$ cat config.mk
export PLATFORM = sky130hd
export DESIGN_NAME = wpf_store
export DESIGN_NICKNAME = d
export VERILOG_FILES = /design/src/wpf_pkg.sv /design/src/wpf_store.sv
export SDC_FILE = /design/constraint.sdc
export NUM_CORES = 2
export LEC_CHECK = 0
export BUFFER_PORTS_ARGS = -buffer_cell sky130_fd_sc_hd__buf_2
export CORE_MARGIN = 5
export CORE_UTILIZATION = 56
export CTS_BUF_LIST = sky130_fd_sc_hd__clkbuf_4 sky130_fd_sc_hd__clkbuf_8
export DETAILED_ROUTE_END_ITERATION = 10
export PLACE_DENSITY_LB_ADDON = 0.3
export SYNTH_ARGS = -nofsm -noshare
export SYNTH_HDL_FRONTEND = slang
export SYNTH_SLANG_ARGS = --single-unit
$ cat constraint.sdc
create_clock -name clk_i -period 7 [get_ports clk_i]
set_input_delay 0.7 -clock clk_i [delete_from_list [all_inputs] [get_ports clk_i]]
set_output_delay 0.7 -clock clk_i [all_outputs]
set_load 0.05 [all_outputs]
$ cat src/wpf_pkg.sv
package wpf_pkg;

  // Item operation codes.
  typedef enum logic [1:0] {
    OP_CLEAR  = 2'd0,
    OP_APPEND = 2'd1,
    OP_TICK   = 2'd2,
    OP_NOP    = 2'd3
  } wpf_op_e;

  // Configuration register indexes.
  localparam logic REG_SPEED  = 1'b0;
  localparam logic REG_RADIUS = 1'b1;

  // Reset values of the configuration registers (100.0 and 1.0 in Q8.16).
  localparam logic [23:0] SPEED_RST  = 24'd6553600;
  localparam logic [23:0] RADIUS_RST = 24'd65536;

  // Datapath widths.
  localparam int unsigned CoordW = 32;
  localparam int unsigned AbsW   = 33;  // magnitude of a coordinate difference
  localparam int unsigned SqW    = 64;  // sum of squares
  localparam int unsigned RootW  = 32;
  localparam int unsigned DistW  = 34;  // root shifted back by the prescale
  localparam int unsigned StepW  = 24;
  localparam int unsigned QuoW   = 57;  // magnitude times step

  // Add a signed move of magnitude mag to pos and saturate to 32 bits.
  function automatic logic signed [CoordW-1:0] sat_add(
      input logic signed [CoordW-1:0] pos,
      input logic                     neg,
      input logic [QuoW-1:0]          mag);
    logic signed [QuoW+1:0] ext_pos;
    logic signed [QuoW+1:0] ext_mag;
    logic signed [QuoW+1:0] sum;
    ext_pos = (QuoW+2)'(pos);
    ext_mag = $signed({2'b00, mag});
    sum = neg ? ext_pos - ext_mag : ext_pos + ext_mag;
    if (sum > (QuoW+2)'(64'sd2147483647)) begin
      return 32'sh7fffffff;
    end else if (sum < (QuoW+2)'(-64'sd2147483648)) begin
      return 32'sh80000000;
    end
    return sum[CoordW-1:0];
  endfunction

endpackage

$ cat src/wpf_store.sv
module wpf_store import wpf_pkg::*; #(
  parameter int unsigned Depth = 64,
  parameter int unsigned AddrW = 6
) (
  input  logic             clk_i,
  input  logic             we_i,
  input  logic [AddrW-1:0] waddr_i,
  input  logic [63:0]      wdata_i,
  input  logic [AddrW-1:0] raddr_i,
  output logic [63:0]      rdata_o
);

  logic [63:0] mem_q [Depth];

  // Waypoint memory, one write and one registered read port.
  always_ff @(posedge clk_i) begin
    if (we_i) begin
      mem_q[waddr_i] <= wdata_i;
    end
    rdata_o <= mem_q[raddr_i];
  end

endmodule

==> results_dict.tcl <==
set metrics [dict create \
    run_status "completed" \
    worstPathArrival_ns 3.75 \
    die_area_um2 290000 \
    yosysWarnings 0 \
    wl_met1_um 149000 \
    grt.total_usage_pct 28.2 \
    yosysUniqueCellTypes 33 \
    stdcell_area_um2 175000 \
    hold_start "wdata_i[63]" \
    nets 7267 \
    synth_top_cells_by_count "4096 x edfxtp_1, 1024 x mux4_2, 170 x buf_2" \
    drv_slew 0 \
    portBuffers 141 \
    final_min_period_over_clock_period_pct 42.4 \
    drc 0 \
    clk_latency_ns 1.20 \
    required_ns 7.78 \
    synth-edff-count 4096 \
    cts_tree "done" \
    synthMuxAreaShare_pct 15.6 \
    syn_to_final_growth_pct 12.0 \
    highest_layer "met5" \
    relSlewSlack_pct 2.54 \
    reg2reg_slack_ns 4.79 \
    cts_resized 0 \
    power.total_mw 50.0 \
    viasPerCell 6.74 \
    cts_setup_buffers 0 \
    worstSetupStartpointType "input port" \
    setup_viol 0 \
    yosysMostFrequentCell "edfxtp_1" \
    coreArea_um2 279000 \
    critPathSlowestCell "nor2_4" \
    synth_top_cell_by_area "edfxtp_1" \
    wl_met3_um 49200 \
    syn_area_per_cell_um2 23.7 \
    rsz0062_at_grt "no" \
    synth_xor_area_share_pct 0 \
    hold_viol 0 \
    fin_ws_ns 4.03 \
    syn_nets 6676 \
    cts_buffer_depth 4 \
    cp_max_fo 23 \
    leakagePower_nw 54.9 \
    synth_top_area_share_pct 78.7 \
    drive_gt1_share_pct 31.8 \
    clkSinkCount 4160 \
    grt-ovfl-total 0 \
    r2r-start "mem_q[38][29]" \
    setup-tns-final_ns 0 \
    cts_max_level 6 \
    async_flop_share_pct 0 \
    initial_utilization_pct 56.1 \
    netlist_top_cells_area "edfxtp_1 79%, mux4_2 15%, mux2i_1 0.86%" \
    worstMarginPinSlew_ns 1.46 \
    reg2reg_depth 4 \
    vias 77100 \
    end_kind "flop" \
    worstHoldPathCells 1 \
    grt_max_degree 129 \
    fmax_mhz 337 \
    hold_end "mem_q[56][63]" \
    clk_transition_reported_paths_ns 0.06 \
    synth_seq_area_share_pct 79.5 \
    whs_ns 0.220 \
    syn_area_um2 156000 \
    grt_pass1_wl_um 582000 \
    dieWidth_um 538 \
    grt_pass1_vias 77700 \
    syn_inst 6598 \
    max_stage_delay_ns 1.36 \
    antenna_found_initial 34 \
    hp-class "in -> reg" \
    synth_top_family_by_area "multiplexers" \
    dp_worst_setup_slack_ns 2.95 \
    numCtsBuffers 634 \
    maxCapViolations 0 \
    place_area_um2 162000 \
    met2WireLength_um 195000 \
    postCtsHoldBufs 0 \
    gp_congestion 0.813 \
    synth_fa_ha_area_share_pct 0 \
    drt_iter0_drc 11500 \
    drt-total-wl_um 411000 \
    synth-compound-area-share_pct 2.48 \
    clock-root-buffer "clkbuf_8" \
    synth_seq_cells 4160 \
    path_class "in -> reg" \
    synthFlopType "edfxtp_1" \
    fin_crit_ns 2.97 \
    wl_per_cell_um 35.9 \
    vdd_drop_max_mv 0.239 \
    rows 194 \
    regToRegEndpoint "rdata_o[29]" \
    synth_simple_gate_area_share_pct 1.24 \
    fin_skew_ns 0.0570 \
    dp.final_hpwl_um 213000 \
    cp_cell_sequence "buf_2, nor2b_1, nand3_1, nor2_4, buf_4" \
    ant_nets 0 \
    p_per_area_nw_per_um2 285 \
    dieHeight_um 538 \
    firstDrtPassIters 6 \
    io_pins 142 \
]
[power by group]
group	internal (mW)	switching [mW]
Clock	10.3	9.50
Combinational	0.851	1.61
Sequential	27.6	0.144
[through the flow]
stage	std cells	util [%]
global placement	10300	58.3
detailed placement	10300	58.3
global route	11400	62.8
finish	11400	62.8
CTS	11400	62.8
floorplan	6598	-
[cells in the final DEF, fill, tap and decap left out, types with 18 or more instances in the layout]
cell	Yosys	final
buf_12	0	48
inv_1	19	19
clkinv_2	0	53
mux2i_1	135	135
buf_4	34	137
edfxtp_1	4096	4096
nor2b_1	28	24
a22o_1	88	88
clkbuf_4	0	201
or2_2	28	28
clkinv_1	0	146
nand3_1	45	45
a31oi_1	18	18
diode_2	0	18
a41oi_1	26	26
a2bb2oi_1	19	19
dfxtp_1	64	64
and3_1	64	64
buf_2	170	138
nand2_1	58	56
mux4_2	1024	1024
o22ai_1	83	83
or3_1	29	29
a211oi_1	63	63
clkbuf_8	0	677
a22oi_1	168	168
nor2_4	0	65
o221ai_1	38	38
nor2_1	112	47
[cell type report]
class / count / area [µm²]
multi-input cells: 2049 / 30800
diodes: 18 / 45.0
clock buffers: 878 / 10800
well taps: 3724 / 4660
clock inverters: 263 / 1680
inverters: 19 / 71.3
flip-flops and latches: 4160 / 124000
fillers: 18200 / 104000
repair buffers: 325 / 2710
[worst max-delay path: cells and delay by family]
family | cells | cell delay [ns]
AND/OR/NAND/NOR | 3 | 2.17
buffers and inverters | 2 | 0.82
[worst max-delay path by stage]
stage               start       endpoint  slack (ns)  depth (start not counted)
6_report       waddr_i[1]  mem_q[43][48]        4.03                          5
5_1_grt        rdata_o[6]     rdata_o[6]        4.00                          1
4_1_cts        rdata_o[6]     rdata_o[6]        3.89                          1
3_5_place_dp   waddr_i[1]  mem_q[43][42]        2.95                          5
3_3_place_gp   waddr_i[1]  mem_q[43][28]        2.98                          5
2_1_floorplan  waddr_i[3]   mem_q[48][0]        0.86                          4
[flip-flops by register name, indices dropped and copies added, names as in the netlist]
| name | count |
|---|---|
| rdata_o | 64 |
| mem_q | 4096 |
[metal layers]
layer | vias up | GRT usage, %
met5 | - | 0
met4 | 20 | 11.3
met3 | 919 | 6.03
met2 | 5445 | 43.6
met1 | 40900 | 40.0
li1 | 29800 | -
[kinds of logic after synthesis]
family,after synthesis
compound gates,504
buf+inv,389
flops,4160
mux,1159
simple gates,386
No activity file was read; power rests on OpenSTA's default activity.
