[src/wpf_pkg.sv]
package wpf_pkg;

  // Item operation codes.
  typedef enum logic [1:0] {
    OP_CLEAR  = 2'd0,
    OP_APPEND = 2'd1,
    OP_TICK   = 2'd2,
    OP_NOP    = 2'd3
  } wpf_op_e;

  // Configuration register indexes.
  localparam logic REG_SPEED  = 1'b0;
  localparam logic REG_RADIUS = 1'b1;

  // Reset values of the configuration registers (100.0 and 1.0 in Q8.16).
  localparam logic [23:0] SPEED_RST  = 24'd6553600;
  localparam logic [23:0] RADIUS_RST = 24'd65536;

  // Datapath widths.
  localparam int unsigned CoordW = 32;
  localparam int unsigned AbsW   = 33;  // magnitude of a coordinate difference
  localparam int unsigned SqW    = 64;  // sum of squares
  localparam int unsigned RootW  = 32;
  localparam int unsigned DistW  = 34;  // root shifted back by the prescale
  localparam int unsigned StepW  = 24;
  localparam int unsigned QuoW   = 57;  // magnitude times step

  // Add a signed move of magnitude mag to pos and saturate to 32 bits.
  function automatic logic signed [CoordW-1:0] sat_add(
      input logic signed [CoordW-1:0] pos,
      input logic                     neg,
      input logic [QuoW-1:0]          mag);
    logic signed [QuoW+1:0] ext_pos;
    logic signed [QuoW+1:0] ext_mag;
    logic signed [QuoW+1:0] sum;
    ext_pos = (QuoW+2)'(pos);
    ext_mag = $signed({2'b00, mag});
    sum = neg ? ext_pos - ext_mag : ext_pos + ext_mag;
    if (sum > (QuoW+2)'(64'sd2147483647)) begin
      return 32'sh7fffffff;
    end else if (sum < (QuoW+2)'(-64'sd2147483648)) begin
      return 32'sh80000000;
    end
    return sum[CoordW-1:0];
  endfunction

endpackage

[src/wpf_div.sv]
module wpf_div import wpf_pkg::*; (
  input  logic             clk_i,
  input  logic             rst_ni,
  input  logic             start_i,
  input  logic [QuoW-1:0]  dividend_i,
  input  logic [DistW-1:0] divisor_i,
  output logic             done_o,
  output logic [QuoW-1:0]  quot_o
);

  logic             busy_q;
  logic [5:0]       cnt_q;
  logic [DistW-1:0] div_q;
  logic [DistW-1:0] rem_q;
  logic [DistW:0]   trial;
  logic             ge;

  // Restoring division, one quotient bit per cycle; the dividend shifts
  // out of the top of the quotient register as the quotient shifts in.
  assign trial = {rem_q, quot_o[QuoW-1]};
  assign ge    = trial >= {1'b0, div_q};

  always_ff @(posedge clk_i or negedge rst_ni) begin
    if (!rst_ni) begin
      busy_q <= 1'b0;
      done_o <= 1'b0;
      cnt_q  <= '0;
    end else begin
      done_o <= 1'b0;
      if (!busy_q) begin
        if (start_i) begin
          busy_q <= 1'b1;
          cnt_q  <= '0;
          div_q  <= divisor_i;
          rem_q  <= '0;
          quot_o <= dividend_i;
        end
      end else begin
        rem_q  <= ge ? DistW'(trial - {1'b0, div_q}) : DistW'(trial);
        quot_o <= {quot_o[QuoW-2:0], ge};
        cnt_q  <= cnt_q + 6'd1;
        if (cnt_q == 6'(QuoW - 1)) begin
          busy_q <= 1'b0;
          done_o <= 1'b1;
        end
      end
    end
  end

  assert property (@(posedge clk_i) disable iff (!rst_ni) done_o |-> !busy_q)
    else $error("divide done while busy");
  assert property (@(posedge clk_i) disable iff (!rst_ni)
      busy_q && cnt_q == 6'(QuoW - 1) |=> done_o)
    else $error("divide did not finish after the last bit");
  assert property (@(posedge clk_i) disable iff (!rst_ni)
      start_i && !busy_q |=> busy_q && cnt_q == 6'd0)
    else $error("divide start not taken");

endmodule

[config.mk]
export PLATFORM = sky130hd
export DESIGN_NAME = wpf_div
export DESIGN_NICKNAME = d
export VERILOG_FILES = /design/src/wpf_pkg.sv /design/src/wpf_div.sv
export SDC_FILE = /design/constraint.sdc
export NUM_CORES = 1
export LEC_CHECK = 0
export BUFFER_PORTS_ARGS = -buffer_cell sky130_fd_sc_hd__buf_2
export CAP_MARGIN = 20
export CELL_PAD_IN_SITES_DETAIL_PLACEMENT = 0
export CELL_PAD_IN_SITES_GLOBAL_PLACEMENT = 1
export CORE_ASPECT_RATIO = 0.6
export CORE_MARGIN = 2
export CORE_UTILIZATION = 45
export CTS_BUF_LIST = sky130_fd_sc_hd__clkbuf_4
export DETAILED_ROUTE_END_ITERATION = 8
export GPL_TIMING_DRIVEN = 0
export PLACE_DENSITY_LB_ADDON = 0.1
export SETUP_SLACK_MARGIN = 0.5
export SLEW_MARGIN = 10
export SYNTH_ARGS = -nofsm -noshare
export SYNTH_HDL_FRONTEND = slang
export SYNTH_SLANG_ARGS = --single-unit
[constraint.sdc]
create_clock -name clk_i -period 6.8 [get_ports clk_i]
set_input_delay 0.68 -clock clk_i [delete_from_list [all_inputs] [get_ports clk_i]]
set_output_delay 0.68 -clock clk_i [all_outputs]
set_load 0.005 [all_outputs]
==> impl_metrics.json <==
{
  "setup_violations": 0,
  "die_y_um": 103,
  "avgSynthCellArea_um2": 12.0,
  "cap_viol_max_count": 0,
  "rows": 36,
  "drtPass1Iterations": 5,
  "drtIter0Drc": 224,
  "syn-num-nets": 742,
  "syn_area_um2": 7350,
  "yosysWarnings": 0,
  "routed-via-count": 5259,
  "numCtsBuffers": 17,
  "ios": 152,
  "ys_seq_area_frac": 0.538,
  "hold_slack_ps": 312,
  "finalCriticalPeriod_ps": 3680,
  "layout_commonest_cell": "buf_2",
  "overflow": 0,
  "tightest_slew_ps": 758,
  "status": "complete, no violations",
  "io_buffers": 151,
  "pwr-share-seq": 0.373,
  "antenna_found_initial": 0,
  "ys_ff_latch": 133,
  "cp.required_ps": 7060,
  "clkTransAtPathRegs_ps": 140,
  "clkLatencyLatePin_ps": 540,
  "leakage_nw": 3.81,
  "htree_levels": 4,
  "cp.arrival_ps": 3950,
  "clockRootBuffer": "clkbuf_4",
  "cp_max_fo": 10,
  "fillers": 1399,
  "hold-path-endpoint": "div_q[22]$_DFFE_PP_",
  "rsz0062_at_grt": "false",
  "max_freq_mhz": 272,
  "final_cell_mix": "buf_2 (152), edfxtp_1 (125), mux2_2 (56)",
  "cts_resized": 0,
  "synth_edf_count": 125,
  "ant_nets": 0,
  "grt_pass1_vias": 5064,
  "grt_pass1_wl_mm": 25.6,
  "power.switching_w": 0.00135,
  "r2r_end": "rem_q[16]$_SDFFCE_PN0P_",
  "fin_nets": 917,
  "cp-start-kind": "flip-flop",
  "p_int_w": 0.00205,
  "reg2reg_from": "rem_q[5]$_SDFFCE_PN0P_",
  "power_w": 0.00340,
  "criticalPathCategory": "reg -> reg",
  "dieArea_um2": 17400,
  "syn_to_final_growth_pct": 19.0,
  "min_from": "divisor_i[22]",
  "p_sw_frac": 0.397,
  "drt-total-wl_mm": 16.5,
  "skew_ps": 28.5,
  "synth_cell_types": 55,
  "hp-class": "in -> reg",
  "r2r_cells": 12,
  "relSlewSlack": 0.493,
  "r2r_slack_ps": 3120,
  "drcViolationCount": 0,
  "min_period_over_period": 0.541,
  "drive_gt1_frac": 0.325,
  "p_clk_frac": 0.150,
  "maxSlewViolCount": 0,
  "hpwl_mm": 12.2,
  "wl_per_cell_um": 16.4,
  "core_area_um2": 16100,
  "gp_congestion": 0.828,
  "whs_path_depth": 1,
  "cts_buffer_depth": 2,
  "grt_max_degree": 32,
  "cellPowerDensity_nw_per_um2": 389,
  "worst_setup_path_end_kind": "flip-flop",
  "p_comb_frac": 0.477,
  "start_util": 0.457,
  "synthFlopType": "edfxtp_1",
  "synthArstFlopShare": 0.0602,
  "ir_worst_vdd_mv": 0.149,
  "cts_sinks": 133,
  "routed_via_density": 5.22,
  "postSynthCellCount": 611,
  "finalHoldViolCount": 0,
  "antennaDiodeCount": 0,
  "die_w_um": 169,
  "grtUsageTotal": 0.189,
  "cts_tree": "yes"
}
-- power groups by stage --
stage	Sequential (W)	Combinational (W)	Clock (W)
3_5_place_dp	0.00128	0.00161	0
4_1_cts	0.00127	0.00162	0.000539
5_1_grt	0.00129	0.00181	0.000567
2_1_floorplan	0.00127	0.00123	0
3_3_place_gp	0.00128	0.00157	0
6_report	0.00127	0.00162	0.000512
-- Yosys cell counts (4+ instances only) --
master / n / area [um^2]
xor2_1: 9 / 78.8
a211oi_2: 5 / 62.6
edfxtp_1: 125 / 3750
and3_1: 7 / 43.8
mux2_2: 56 / 631
o31ai_1: 6 / 45.0
a21o_1: 18 / 135
clkbuf_1: 14 / 52.6
or3_1: 4 / 25.0
nor2_1: 51 / 191
dfrtp_1: 8 / 200
ha_1: 36 / 450
o21ai_1: 7 / 35.0
buf_6: 4 / 45.0
nand4_1: 6 / 37.5
o21ai_0: 11 / 55.1
xnor2_1: 20 / 175
nand3_1: 12 / 60.1
nand2_1: 36 / 135
mux2i_1: 25 / 250
o21a_1: 5 / 37.5
o21bai_1: 6 / 45.0
a21oi_1: 39 / 195
inv_1: 48 / 180
o22ai_1: 4 / 25.0
-- layout make-up --
type                            count  area, um^2  area share
Buffer                             22         118      0.0134
Clock buffer                       17         128      0.0146
Clock inverter                     15         140      0.0160
Inverter                           48         180      0.0206
Multi-Input combinational cell    408        3110       0.355
Sequential cell                   133        3950       0.452
Tap cell                          209         262      0.0299
Timing Repair Buffer              156         861      0.0984
-- cell families (layout without fill, tap and decap cells) --
logic type,after synthesis,count (layout),synth area share
and+or+nand+nor,135,135,0.0845
DFF,133,133,0.538
AOI/OAI and AO/OA,126,126,0.119
muxes,81,81,0.120
buffers and inverters,70,258,0.0405
adders and majority gates,37,37,0.0640
xor gates and xnor gates,29,29,0.0346
-- flip-flops by register name, indices dropped and copies added (netlist names) --
| signal | cells |
|---|---|
| rem_q | 34 |
| cnt_q | 6 |
| busy_q | 1 |
| quot_o | 57 |
| done_o | 1 |
| div_q | 34 |
-- worst max-delay path, cell delays in order (launching register included) --
cell and delay (ps):
edfxtp_1 410, ha_1 290, buf_4 140, nand4_1 150
a21oi_1 360, o21bai_4 100, a21oi_2 210, o31ai_1 170
o31a_1 400, o311ai_4 630, buf_6 280, mux2i_1 220
nor2_1 60
-- worst max-delay path by stage --
stage                               to  cells past startpoint  slack (ps)                    from
2_1_floorplan      quot_o[0]$_DFFE_PP_                      4        1320        busy_q$_DFF_PN0_
3_3_place_gp    rem_q[9]$_SDFFCE_PN0P_                      4        -840        busy_q$_DFF_PN0_
3_5_place_dp   rem_q[16]$_SDFFCE_PN0P_                     12        3130  rem_q[5]$_SDFFCE_PN0P_
4_1_cts        rem_q[16]$_SDFFCE_PN0P_                     12        3060  rem_q[5]$_SDFFCE_PN0P_
5_1_grt        rem_q[19]$_SDFFCE_PN0P_                     12        2830  rem_q[5]$_SDFFCE_PN0P_
6_report       rem_q[16]$_SDFFCE_PN0P_                     12        3120  rem_q[5]$_SDFFCE_PN0P_
-- through the flow --
step	std cells	setup WS [ps]	util	setup TNS (ps)	area (um^2)
after floorplan	611	1320	-	0	7350
after global placement	971	-844	0.520	-76400	8370
after detailed placement	975	3130	0.527	0	8470
after CTS	1008	3060	0.544	0	8750
after global routing	1008	2830	0.544	0	8750
final	1008	3120	0.544	0	8750
-- timing repair --
item,CTS,global route
hold endpoints to repair,8,0
hold buffers,1,0
setup buffers,0,0
-- routing by layer --
layer  track usage  wire [um]  vias to the layer above
met1         0.279       8450                     2502
met2         0.279       7060                      132
li1              -          -                     2613
met5             0          0                        -
met3        0.0395        895                       12
met4        0.0585        115                        0
Note: power is estimated with default switching activity, not from simulation.
