[src/wpf_pkg.sv]
package wpf_pkg;

  // Item operation codes.
  typedef enum logic [1:0] {
    OP_CLEAR  = 2'd0,
    OP_APPEND = 2'd1,
    OP_TICK   = 2'd2,
    OP_NOP    = 2'd3
  } wpf_op_e;

  // Configuration register indexes.
  localparam logic REG_SPEED  = 1'b0;
  localparam logic REG_RADIUS = 1'b1;

  // Reset values of the configuration registers (100.0 and 1.0 in Q8.16).
  localparam logic [23:0] SPEED_RST  = 24'd6553600;
  localparam logic [23:0] RADIUS_RST = 24'd65536;

  // Datapath widths.
  localparam int unsigned CoordW = 32;
  localparam int unsigned AbsW   = 33;  // magnitude of a coordinate difference
  localparam int unsigned SqW    = 64;  // sum of squares
  localparam int unsigned RootW  = 32;
  localparam int unsigned DistW  = 34;  // root shifted back by the prescale
  localparam int unsigned StepW  = 24;
  localparam int unsigned QuoW   = 57;  // magnitude times step

  // Add a signed move of magnitude mag to pos and saturate to 32 bits.
  function automatic logic signed [CoordW-1:0] sat_add(
      input logic signed [CoordW-1:0] pos,
      input logic                     neg,
      input logic [QuoW-1:0]          mag);
    logic signed [QuoW+1:0] ext_pos;
    logic signed [QuoW+1:0] ext_mag;
    logic signed [QuoW+1:0] sum;
    ext_pos = (QuoW+2)'(pos);
    ext_mag = $signed({2'b00, mag});
    sum = neg ? ext_pos - ext_mag : ext_pos + ext_mag;
    if (sum > (QuoW+2)'(64'sd2147483647)) begin
      return 32'sh7fffffff;
    end else if (sum < (QuoW+2)'(-64'sd2147483648)) begin
      return 32'sh80000000;
    end
    return sum[CoordW-1:0];
  endfunction

endpackage

[src/wpf_sqrt.sv]
module wpf_sqrt import wpf_pkg::*; (
  input  logic             clk_i,
  input  logic             rst_ni,
  input  logic             start_i,
  input  logic [SqW-1:0]   radicand_i,
  output logic             done_o,
  output logic [RootW-1:0] root_o
);

  logic             busy_q;
  logic [4:0]       cnt_q;
  logic [SqW-1:0]   rad_q;
  logic [RootW+1:0] rem_q;
  logic [RootW+3:0] trial;
  logic [RootW+3:0] sub;
  logic             ge;

  // One result bit per cycle: bring down two radicand bits and try 4q+1.
  assign trial = {rem_q, rad_q[SqW-1 -: 2]};
  assign sub   = {2'b00, root_o, 2'b01};
  assign ge    = trial >= sub;

  always_ff @(posedge clk_i or negedge rst_ni) begin
    if (!rst_ni) begin
      busy_q <= 1'b0;
      done_o <= 1'b0;
      cnt_q  <= '0;
    end else begin
      done_o <= 1'b0;
      if (!busy_q) begin
        if (start_i) begin
          busy_q <= 1'b1;
          cnt_q  <= '0;
          rad_q  <= radicand_i;
          rem_q  <= '0;
          root_o <= '0;
        end
      end else begin
        rad_q  <= {rad_q[SqW-3:0], 2'b00};
        rem_q  <= ge ? (RootW+2)'(trial - sub) : (RootW+2)'(trial);
        root_o <= {root_o[RootW-2:0], ge};
        cnt_q  <= cnt_q + 5'd1;
        if (cnt_q == 5'(RootW - 1)) begin
          busy_q <= 1'b0;
          done_o <= 1'b1;
        end
      end
    end
  end

  // A finished root never coincides with a running iteration.
  assert property (@(posedge clk_i) disable iff (!rst_ni) done_o |-> !busy_q)
    else $error("sqrt done while busy");
  assert property (@(posedge clk_i) disable iff (!rst_ni)
      busy_q && cnt_q == 5'(RootW - 1) |=> done_o)
    else $error("sqrt did not finish after the last bit");
  assert property (@(posedge clk_i) disable iff (!rst_ni)
      start_i && !busy_q |=> busy_q && cnt_q == 5'd0)
    else $error("sqrt start not taken");

endmodule

[config.mk]
export PLATFORM = sky130hd
export DESIGN_NAME = wpf_sqrt
export DESIGN_NICKNAME = d
export VERILOG_FILES = /design/src/wpf_pkg.sv /design/src/wpf_sqrt.sv
export SDC_FILE = /design/constraint.sdc
export NUM_CORES = 1
export LEC_CHECK = 0
export BUFFER_PORTS_ARGS = -buffer_cell sky130_fd_sc_hd__buf_4
export CAP_MARGIN = 20
export CORE_MARGIN = 2
export CORE_UTILIZATION = 42
export DETAILED_ROUTE_END_ITERATION = 8
export SETUP_SLACK_MARGIN = 0.1
export SYNTH_ARGS = -nofsm -noshare
export SYNTH_HDL_FRONTEND = slang
export SYNTH_SLANG_ARGS = --single-unit
[constraint.sdc]
create_clock -name clk_i -period 16 [get_ports clk_i]
set_input_delay 0.8 -clock clk_i [delete_from_list [all_inputs] [get_ports clk_i]]
set_output_delay 0.8 -clock clk_i [all_outputs]
set_load 0.02 [all_outputs]
==> results of run 1 <==
[power breakdown]
| group | internal (mW) | total [mW] | switching, mW |
|---|---|---|---|
| sequential | 0.563 | 0.618 | 0.0542 |
| clock | 0.293 | 0.449 | 0.156 |
| combinational | 0.391 | 0.901 | 0.510 |
[sequential cells by signal, indices dropped and copies added, names as in the netlist]
signal	cells
rem_q	34
root_o	32
done_o	1
rad_q	64
busy_q	1
cnt_q	5
[critical path, cell delays in order (launching register included)]
cell and delay (ns):
edfxtp_1 0.35, inv_1 0.07, ha_1 0.41, a21oi_2 0.21
o21ai_1 0.12, a2111oi_2 0.38, nand3_1 0.15, o21ai_2 0.11
a21oi_4 0.11, nor2_8 0.64, and4b_1 0.28, a311o_1 0.28
[final cells by class]
cell class                 instances  area, µm²
inverter                          41      153.9
sequential                       137       4080
tap                              229      286.5
multi-input combinational        435       3167
fill                            1591       8642
clock buffer                      17      425.4
timing repair buffer             104      780.7
clock inverter                    15      244.0
[cells in the mapped netlist (8+ instances only)]
cell type and count:
nand2_1 25, nand3_1 14, a21o_1 8, xnor2_1 21, nand4_1 8, nor2_1 75, o21ai_0 21, mux2i_1 27
ha_1 36, clkbuf_1 23, a21oi_1 30, edfxtp_1 130, a22o_1 64, inv_1 40, xor2_1 9
[worst min path at each step]
stage | startpoint | end | slack [ns] | depth (start not counted)
finish | rst_ni | cnt_q[1] | 0.22 | 1
global route | rst_ni | done_o | 0.20 | 1
CTS | rst_ni | done_o | 0.20 | 1
detailed placement | cnt_q[4] | cnt_q[4] | 0.49 | 1
global placement | cnt_q[3] | cnt_q[3] | 0.46 | 1
floorplan | cnt_q[3] | cnt_q[3] | 0.44 | 1
[layer usage]
layer / GRT usage (%) / wire length [µm] / vias to the layer above
met4: 6.122 / 314 / 0
met5: 0 / 0 / -
met1: 23.49 / 7509 / 2571
li1: - / - / 2616
met2: 28.11 / 7744 / 169
met3: 4.503 / 829 / 25
[stage by stage]
step,hold slack [ns],area [µm²]
2_1_floorplan,0.4425,7555
3_3_place_gp,0.4645,8468
3_5_place_dp,0.4930,8468
4_1_cts,0.2004,9138
5_1_grt,0.2008,9138
6_report,0.2163,9138
[cell families (layout without fill, tap and decap cells)]
group	count (synthesis)	after routing	synth area share, %
multiplexers	27	27	3.577
adder cells (fa/ha/maj)	36	36	5.962
flip-flops	137	137	53.99
XOR/XNOR	30	30	3.478
buffers and inverters	75	177	4.289
AO/OA/AOI/OAI	185	185	19.01
AND/OR/NAND/NOR	157	157	9.689
==> impl_metrics.toml, run 1 <==
[yosys]
netlist_instances = 647
synthesis.area_mm2 = 0.007555
synth_top_area_share_pct = 51.67
yosys.area.top_type = "edfxtp_1"
synth_cell_types = 69
synth_fp_nets = 750
async_flop_share_pct = 5.109
synth_seq_cells = 137
synth_edf_count = 130
synth-main-ff-cell = "edfxtp_1"
ys_warn_count = 0
ys_top_cells_by_area = "edfxtp_1 52%, a22o_1 7.4%, ha_1 6.0%, nor2_1 3.7%, mux2i_1 3.6%"
syn_avg_cell_area_um2 = 11.68
seq_area_frac_synth_pct = 53.99

[sta]
setup_viol = 0
setup_ws_ns = 12.64
finalSetupTns_ns = 0
hold_viol = 0
fmax_mhz = 298.0
tightest_slew_ns = 1.038
min_period_ns = 3.356
skew_ns = 0.01045
period_share_pct = 20.97
relSlewSlack_pct = 30.83
rsz0062_at_grt = "false"
drv_slew = 0

[finish]
final_core_util_pct = 51.39
syn2layout_area_growth_pct = 20.95
layout_commonest_cell = "edfxtp_1"
nets = 839
layout_common_cells = "130 x edfxtp_1, 104 x buf_4, 75 x nor2_1"
drive_gt1_share_pct = 21.36
diodes = 0
instances_no_fill = 978

[power_and_ir_drop]
p_per_area_mw_per_mm2 = 215.4
total_power_mw = 1.968
power.leakage_nw = 3.668
ir_worst_vdd_uv = 106.4

[place]
routabilityCongestion = 0.8912
pre_cts_slack_ns = 12.66
dpl.hpwl_mm = 11.12
placed_cells = 946
io_buffers = 99

[global_routing]
grt-ovfl-total = 0
grt_pass1_vias = 5538
grt_pass1_wl_mm = 27.51
grt_max_degree = 80
grt_usage_pct = 17.61
grt_antenna_before_repair = 0

[clocking]
cts_setup_buffers = 0
clockRootBuffer = "clkbuf_16"
cts.sink_count = 137
cts_buffer_depth = 2
clk_latency_ns = 0.42
cts_resized = 0
cts_tree = "done"
ctsHoldBuffers = 0
clkTransAtPathRegs_ns = 0.06
htree_levels = 4
cts_buffers = 17

[detailed_routing]
routedWlPerCell_um = 16.76
drt_wl_total_mm = 16.40
drt_iter0_drc = 408
firstDrtPassIters = 5
drtAntennaViolNets = 0
viasPerCell = 5.502
drc_errors = 0
dr_total_vias = 5381

[worst_setup_path]
crit_path_end = "rem_q[31]"
crit_start = "root_o[21]"
end_kind = "register"
reg2reg_to = "rem_q[31]"
r2r_start = "root_o[21]"
r2r_slack_ns = 12.64
r2r_cells = 11
crit_fanout = 37
required_ns = 16.16
cp.arrival_ns = 3.52
critPathKind = "register to register"
startpoint_type = "register"

[run]
cap_viol_max_count = 0

[floorplan]
fp.dieH_um = 138.1
coreArea_mm2 = 0.01778
start_util_pct = 42.49
die_w_um = 138.1
dieArea_mm2 = 0.01908
num_rows = 49
ioPinCount = 100

[min_path]
hold_path.class = "primary input to asynchronous set/reset pin"

[run_status]
status = "finished, final reports clean"
Note: power is estimated with default switching activity, not from simulation.
==> run 2, diff against run 1 <==
==> constraint.sdc (replaced) <==
create_clock -name clk_i -period 3 [get_ports clk_i]
set_input_delay 0.15 -clock clk_i [delete_from_list [all_inputs] [get_ports clk_i]]
set_output_delay 0.15 -clock clk_i [all_outputs]
set_load 0.02 [all_outputs]
==> run 2 against run 1 <==
Via count rose by 3.4%. Critical path depth fell by 1. Design area increased by 6.1%. Register-to-register slack got worse by 12 ns. Global-route usage about the same.
==> impl_metrics.toml, run 2 (synthesized netlist as in run 1, its figures left out) <==
[worst_setup_path]
cp.arrival_ns = 2.97
startpoint_type = "register"
crit_fanout = 8
critPathKind = "register to register"
worstPathCellList = "ha_2 -> nand2b_1 -> a211o_1 -> o21ba_2 -> o21bai_4 -> nand2_2 -> a21oi_4 -> nor2_8 -> buf_4 -> a311o_1"
critPathSlowestCell = "ha_2"
end_kind = "register"
crit_buf_inv = 1
cpPeakStageDelay_ns = 0.40
crit_family = "compound AO/OA/AOI/OAI gates"
required_ns = 3.17

[power_and_ir_drop]
internal_power_mw = 6.681
p_seq_share_pct = 31.1
p_comb_share_pct = 50.8
ir_worst_vdd_uv = 554.7
power.net_switching_mw = 4.089
p_sw_share_pct = 37.96
p_per_area_mw_per_mm2 = 1111
power.leakage_nw = 3.836
total_power_mw = 10.77
clkPwrFrac_pct = 18.1

[finish]
nets = 883
diodes = 0
fill_cells = 1541
largest_reg_flops = 64
top_regs = "rad_q x64, rem_q x34, root_o x32"
layout_commonest_cell = "edfxtp_1"
finalInstanceArea_mm2 = 0.009697
regMostFlops = "rad_q"
drive_gt1_share_pct = 27.87
syn2layout_area_growth_pct = 28.35
layout_common_cells = "130 x edfxtp_1, 125 x buf_4, 74 x nor2_1"

[clocking]
cts_tree = "done"
clockRootBuffer = "clkbuf_16"
cts.sink_count = 137
clk_latency_ns = 0.42
cts_buffer_depth = 2
htree_levels = 4
cts_buffers = 17
clkTransAtPathRegs_ns = 0.06

[sta]
finalSetupTns_ns = 0
tightest_slew_ns = 0.7293
relSlewSlack_pct = 51.28
min_period_ns = 2.803
period_share_pct = 93.44
skew_ns = 0.008863
fmax_mhz = 356.7
rsz0062_at_grt = "false"
hold_viol = 0
drv_slew = 0
setup_viol = 0

[detailed_routing]
drtAntennaViolNets = 0
wl_met1_mm = 7.752
top_layer_used = "met4"
met3_length_um = 827
dr_total_vias = 5566
viasPerCell = 5.446
drc_errors = 0
drt_iter0_drc = 326
wl_met2_mm = 8.116
drt_wl_total_mm = 16.95
firstDrtPassIters = 7
routedWlPerCell_um = 16.58

[place]
io_buffers = 99
routabilityCongestion = 0.8910
dpl_cell_area_mm2 = 0.008611
dpl.hpwl_mm = 11.46

[floorplan]
dieArea_mm2 = 0.01908
num_rows = 49
fp.dieH_um = 138.1
start_util_pct = 42.49
coreArea_mm2 = 0.01778
die_w_um = 138.1
ioPinCount = 100

[global_routing]
grt_antenna_before_repair = 0
grt_max_degree = 73
grt_usage_pct = 17.57
grt_pass1_wl_mm = 27.46
grt-ovfl-total = 0
grt_pass1_vias = 5598

[run_status]
status = "finished, final reports clean"

[min_path]
hold_path.class = "primary input to register"

[run]
cap_viol_max_count = 0
## run 2: changes by cell type in the layout (fill, tap and decap cells not counted), moves of 3 or more
| cell | change |
|---|---|
| buf_4 | +21 |
| dlygate4sd3_1 | +17 |
| ha_1 | -14 |
| ha_4 | +9 |
| bufinv_16 | -6 |
| buf_12 | +5 |
| ha_2 | +5 |
| inv_1 | -4 |
| inv_2 | +4 |
| a21oi_1 | -3 |
| clkinv_4 | +3 |
## run 2: routing by layer
layer  vias to the layer above  global-route usage (%)
met1                      2692                   22.50
met2                       149                   29.03
met3                        21                   4.468
met4                         0                   6.337
li1                       2704                       -
met5                         -                       0
## run 2: final cells by class
cell class                 instances  area [µm²]  area share (%)
clock buffer                      18       429.2           4.426
clock inverter                    14       113.9           1.174
inverter                          41       153.9           1.587
multi-input combinational        435        3400           35.06
sequential                       137        4080           42.08
tap                              229       286.5           2.955
timing repair buffer             148        1234           12.72
## run 2: what timing repair did
| action | CTS | global route |
|---|---|---|
| gates resized for setup | 1 | 46 |
| hold buffers | 17 | 0 |
| hold endpoints to repair | 23 | 0 |
| setup buffers | 0 | 14 |
| pin swaps | 0 | 12 |
| endpoints found under the setup margin | 8 | 35 |
| gates cloned | 0 | 1 |
## run 2: final timing paths
path	start	end	slack, ns	depth (start not counted)
max in group asynchronous	rst_ni	busy_q	2.73	2
worst max-delay path	rem_q[0]	rem_q[31]	0.20	10
min in group asynchronous	rst_ni	cnt_q[3]	0.11	2
worst min-delay path	radicand_i[27]	rad_q[27]	0.01	2
worst max register to register	rem_q[0]	rem_q[31]	0.20	10
worst min register to register	cnt_q[3]	cnt_q[3]	0.52	1
## run 2: metrics by stage
stage | util, % | cells | worst slack (ns) | hold WS [ns]
after global placement | 48.43 | 958 | 0.06929 | -0.01471
after CTS | 52.46 | 1007 | 0.1185 | 0.00007214
after detailed placement | 48.43 | 958 | 0.07070 | -0.01078
after floorplan | - | 647 | 0.1129 | -0.1456
final | 54.54 | 1022 | 0.1969 | 0.01485
after global routing | 54.54 | 1022 | 0.05859 | 0.0002695
## run 2: worst reg2reg max path, delay by kind of cell (launching register included)
family | cells | cell delay (ns)
simple gates | 3 | 0.28
flops | 1 | 0.39
compound gates | 5 | 1.32
buf+inv | 1 | 0.16
fa+ha+maj | 1 | 0.40
## run 2: power by group through the flow
stage / Clock, mW / Combinational (mW) / Sequential, mW
2_1_floorplan: 0 / 3.71 / 3.34
3_3_place_gp: 0 / 4.86 / 3.34
3_5_place_dp: 0 / 4.92 / 3.34
4_1_cts: 1.99 / 4.96 / 3.32
5_1_grt: 2.08 / 6.05 / 3.41
6_report: 1.95 / 5.47 / 3.34
==> run 3, diff against run 2 <==
--- a/config.mk
+++ b/config.mk
@@ -14,3 +14,4 @@
 export SYNTH_ARGS = -nofsm -noshare
 export SYNTH_HDL_FRONTEND = slang
 export SYNTH_SLANG_ARGS = --single-unit
+export TNS_END_PERCENT = 100
==> constraint.sdc (replaced) <==
create_clock -name clk_i -period 2.95 [get_ports clk_i]
set_input_delay 0.1475 -clock clk_i [delete_from_list [all_inputs] [get_ports clk_i]]
set_output_delay 0.1475 -clock clk_i [all_outputs]
set_load 0.02 [all_outputs]
==> run 3 against run 2 <==
Combinational power grew 5.9%. Final cell count rose by 1.6%. Critical path depth grew 1. Critical path type unchanged. Highest routed layer unchanged.
==> impl_metrics.toml, run 3 (synthesized netlist as in run 1, its figures left out) <==
[sta]
setup_viol = 0
hold_viol = 0
tightest_slew_ns = 0.5857
fmax_mhz = 361.7
finalSetupTns_ns = 0
rsz0062_at_grt = "true"
period_share_pct = 93.72
min_period_ns = 2.765
setup_ws_ns = 0.1852
relSlewSlack_pct = 60.95
drv_slew = 0
skew_ns = 0.01640

[detailed_routing]
dr_total_vias = 5553
drt_wl_total_mm = 17.41
viasPerCell = 5.350
drt_iter0_drc = 339
firstDrtPassIters = 5
drc_errors = 0
drtAntennaViolNets = 0
routedWlPerCell_um = 16.77

[worst_setup_path]
startpoint_type = "register"
r2r_start = "rem_q[2]"
crit_fanout = 8
r2r_slack_ns = 0.19
critPathKind = "register to register"
reg2reg_to = "rem_q[24]"
crit_start = "rem_q[2]"
cp.arrival_ns = 2.92
end_kind = "register"
required_ns = 3.11
r2r_cells = 11

[finish]
largest_reg_flops = 64
top_regs = "rad_q x64, rem_q x34, root_o x32"
layout_common_cells = "131 x buf_4, 130 x edfxtp_1, 74 x nor2_1"
diodes = 0
fill_cells = 1491
finalInstanceArea_mm2 = 0.009950
layout_commonest_cell = "buf_4"
syn2layout_area_growth_pct = 31.70
nets = 899
drive_gt1_share_pct = 29.17
regMostFlops = "rad_q"
final_core_util_pct = 55.96

[run]
cap_viol_max_count = 0

[floorplan]
fp.dieH_um = 138.1
ioPinCount = 100
start_util_pct = 42.49
dieArea_mm2 = 0.01908
num_rows = 49
coreArea_mm2 = 0.01778
die_w_um = 138.1

[clocking]
cts_buffers = 17
clkTransAtPathRegs_ns = 0.06
cts_tree = "done"
clockRootBuffer = "clkbuf_16"
cts.sink_count = 137
cts_buffer_depth = 2
clk_latency_ns = 0.43
htree_levels = 4

[global_routing]
grt_max_degree = 75
grt_pass1_vias = 5684
grt-ovfl-total = 0
grt_usage_pct = 17.73
grt_antenna_before_repair = 0
grt_pass1_wl_mm = 27.52

[min_path]
hold_end = "rad_q[62]"
hold_path_depth = 2
hold_path.class = "primary input to register"
hold_start = "radicand_i[62]"

[power_and_ir_drop]
power.leakage_nw = 3.939
total_power_mw = 11.42
p_per_area_mw_per_mm2 = 1148
ir_worst_vdd_uv = 559.9

[place]
io_buffers = 99
pre_cts_slack_ns = 0.05110
dpl.hpwl_mm = 11.51
routabilityCongestion = 0.8849
dpl_cell_area_mm2 = 0.008633

[run_status]
status = "finished, final reports clean"
[run 3: stage by stage]
step | instances | hold slack (ns)
final | 1038 | 0.01217
after global routing | 1038 | -0.0006390
after CTS | 1014 | 0.00001177
after detailed placement | 961 | -0.01066
after global placement | 961 | -0.01472
after floorplan | 647 | -0.1481
[run 3: how the worst max path moves through the flow]
stage	endpoint	cells past startpoint
floorplan	rad_q[10]	3
global placement	rem_q[24]	11
detailed placement	rem_q[3]	12
CTS	rem_q[18]	12
global route	rem_q[31]	12
finish	rem_q[24]	11
[run 3: where the power goes]
part	switching [mW]	total, mW	internal [mW]
Combinational	2.98	5.79	2.81
Sequential	0.365	3.42	3.06
Clock	0.874	2.20	1.33
[run 3: cell type report]
| cell class | count | area [µm²] | area share (%) |
|---|---|---|---|
| clock buffers | 17 | 425.4 | 4.276 |
| inverters | 41 | 153.9 | 1.547 |
| flip-flops and latches | 137 | 4080 | 41.01 |
| repair buffers | 164 | 1385 | 13.92 |
| multi-input cells | 435 | 3445 | 34.62 |
| well taps | 229 | 286.5 | 2.880 |
| clock inverters | 15 | 173.9 | 1.748 |
[run 3: routing by layer]
layer | GRT usage [%] | vias to the layer above | share of wire, %
met1 | 22.73 | 2695 | 46
met5 | 0 | - | 0
met4 | 6.391 | 0 | 1.2
li1 | - | 2732 | -
met3 | 4.260 | 13 | 3.7
met2 | 29.47 | 113 | 49
[run 3: critical path: stages, from the launching register on]
cell and delay, ns:
edfxtp_1 0.44, ha_4 0.32, nand2_1 0.07, a211o_1 0.31
o21ba_2 0.25, o21bai_4 0.17, nand2_2 0.10, a21oi_4 0.23
nor2_8 0.08, buf_12 0.13, buf_12 0.14, o211a_1 0.25
[run 3: repair_timing]
item,in CTS,in global routing
gates resized for setup,6,55
cloned,0,1
hold endpoints to repair,27,4
setup endpoints to repair,31,35
pin swaps,1,17
hold buffers,21,4
buffers inserted,0,19
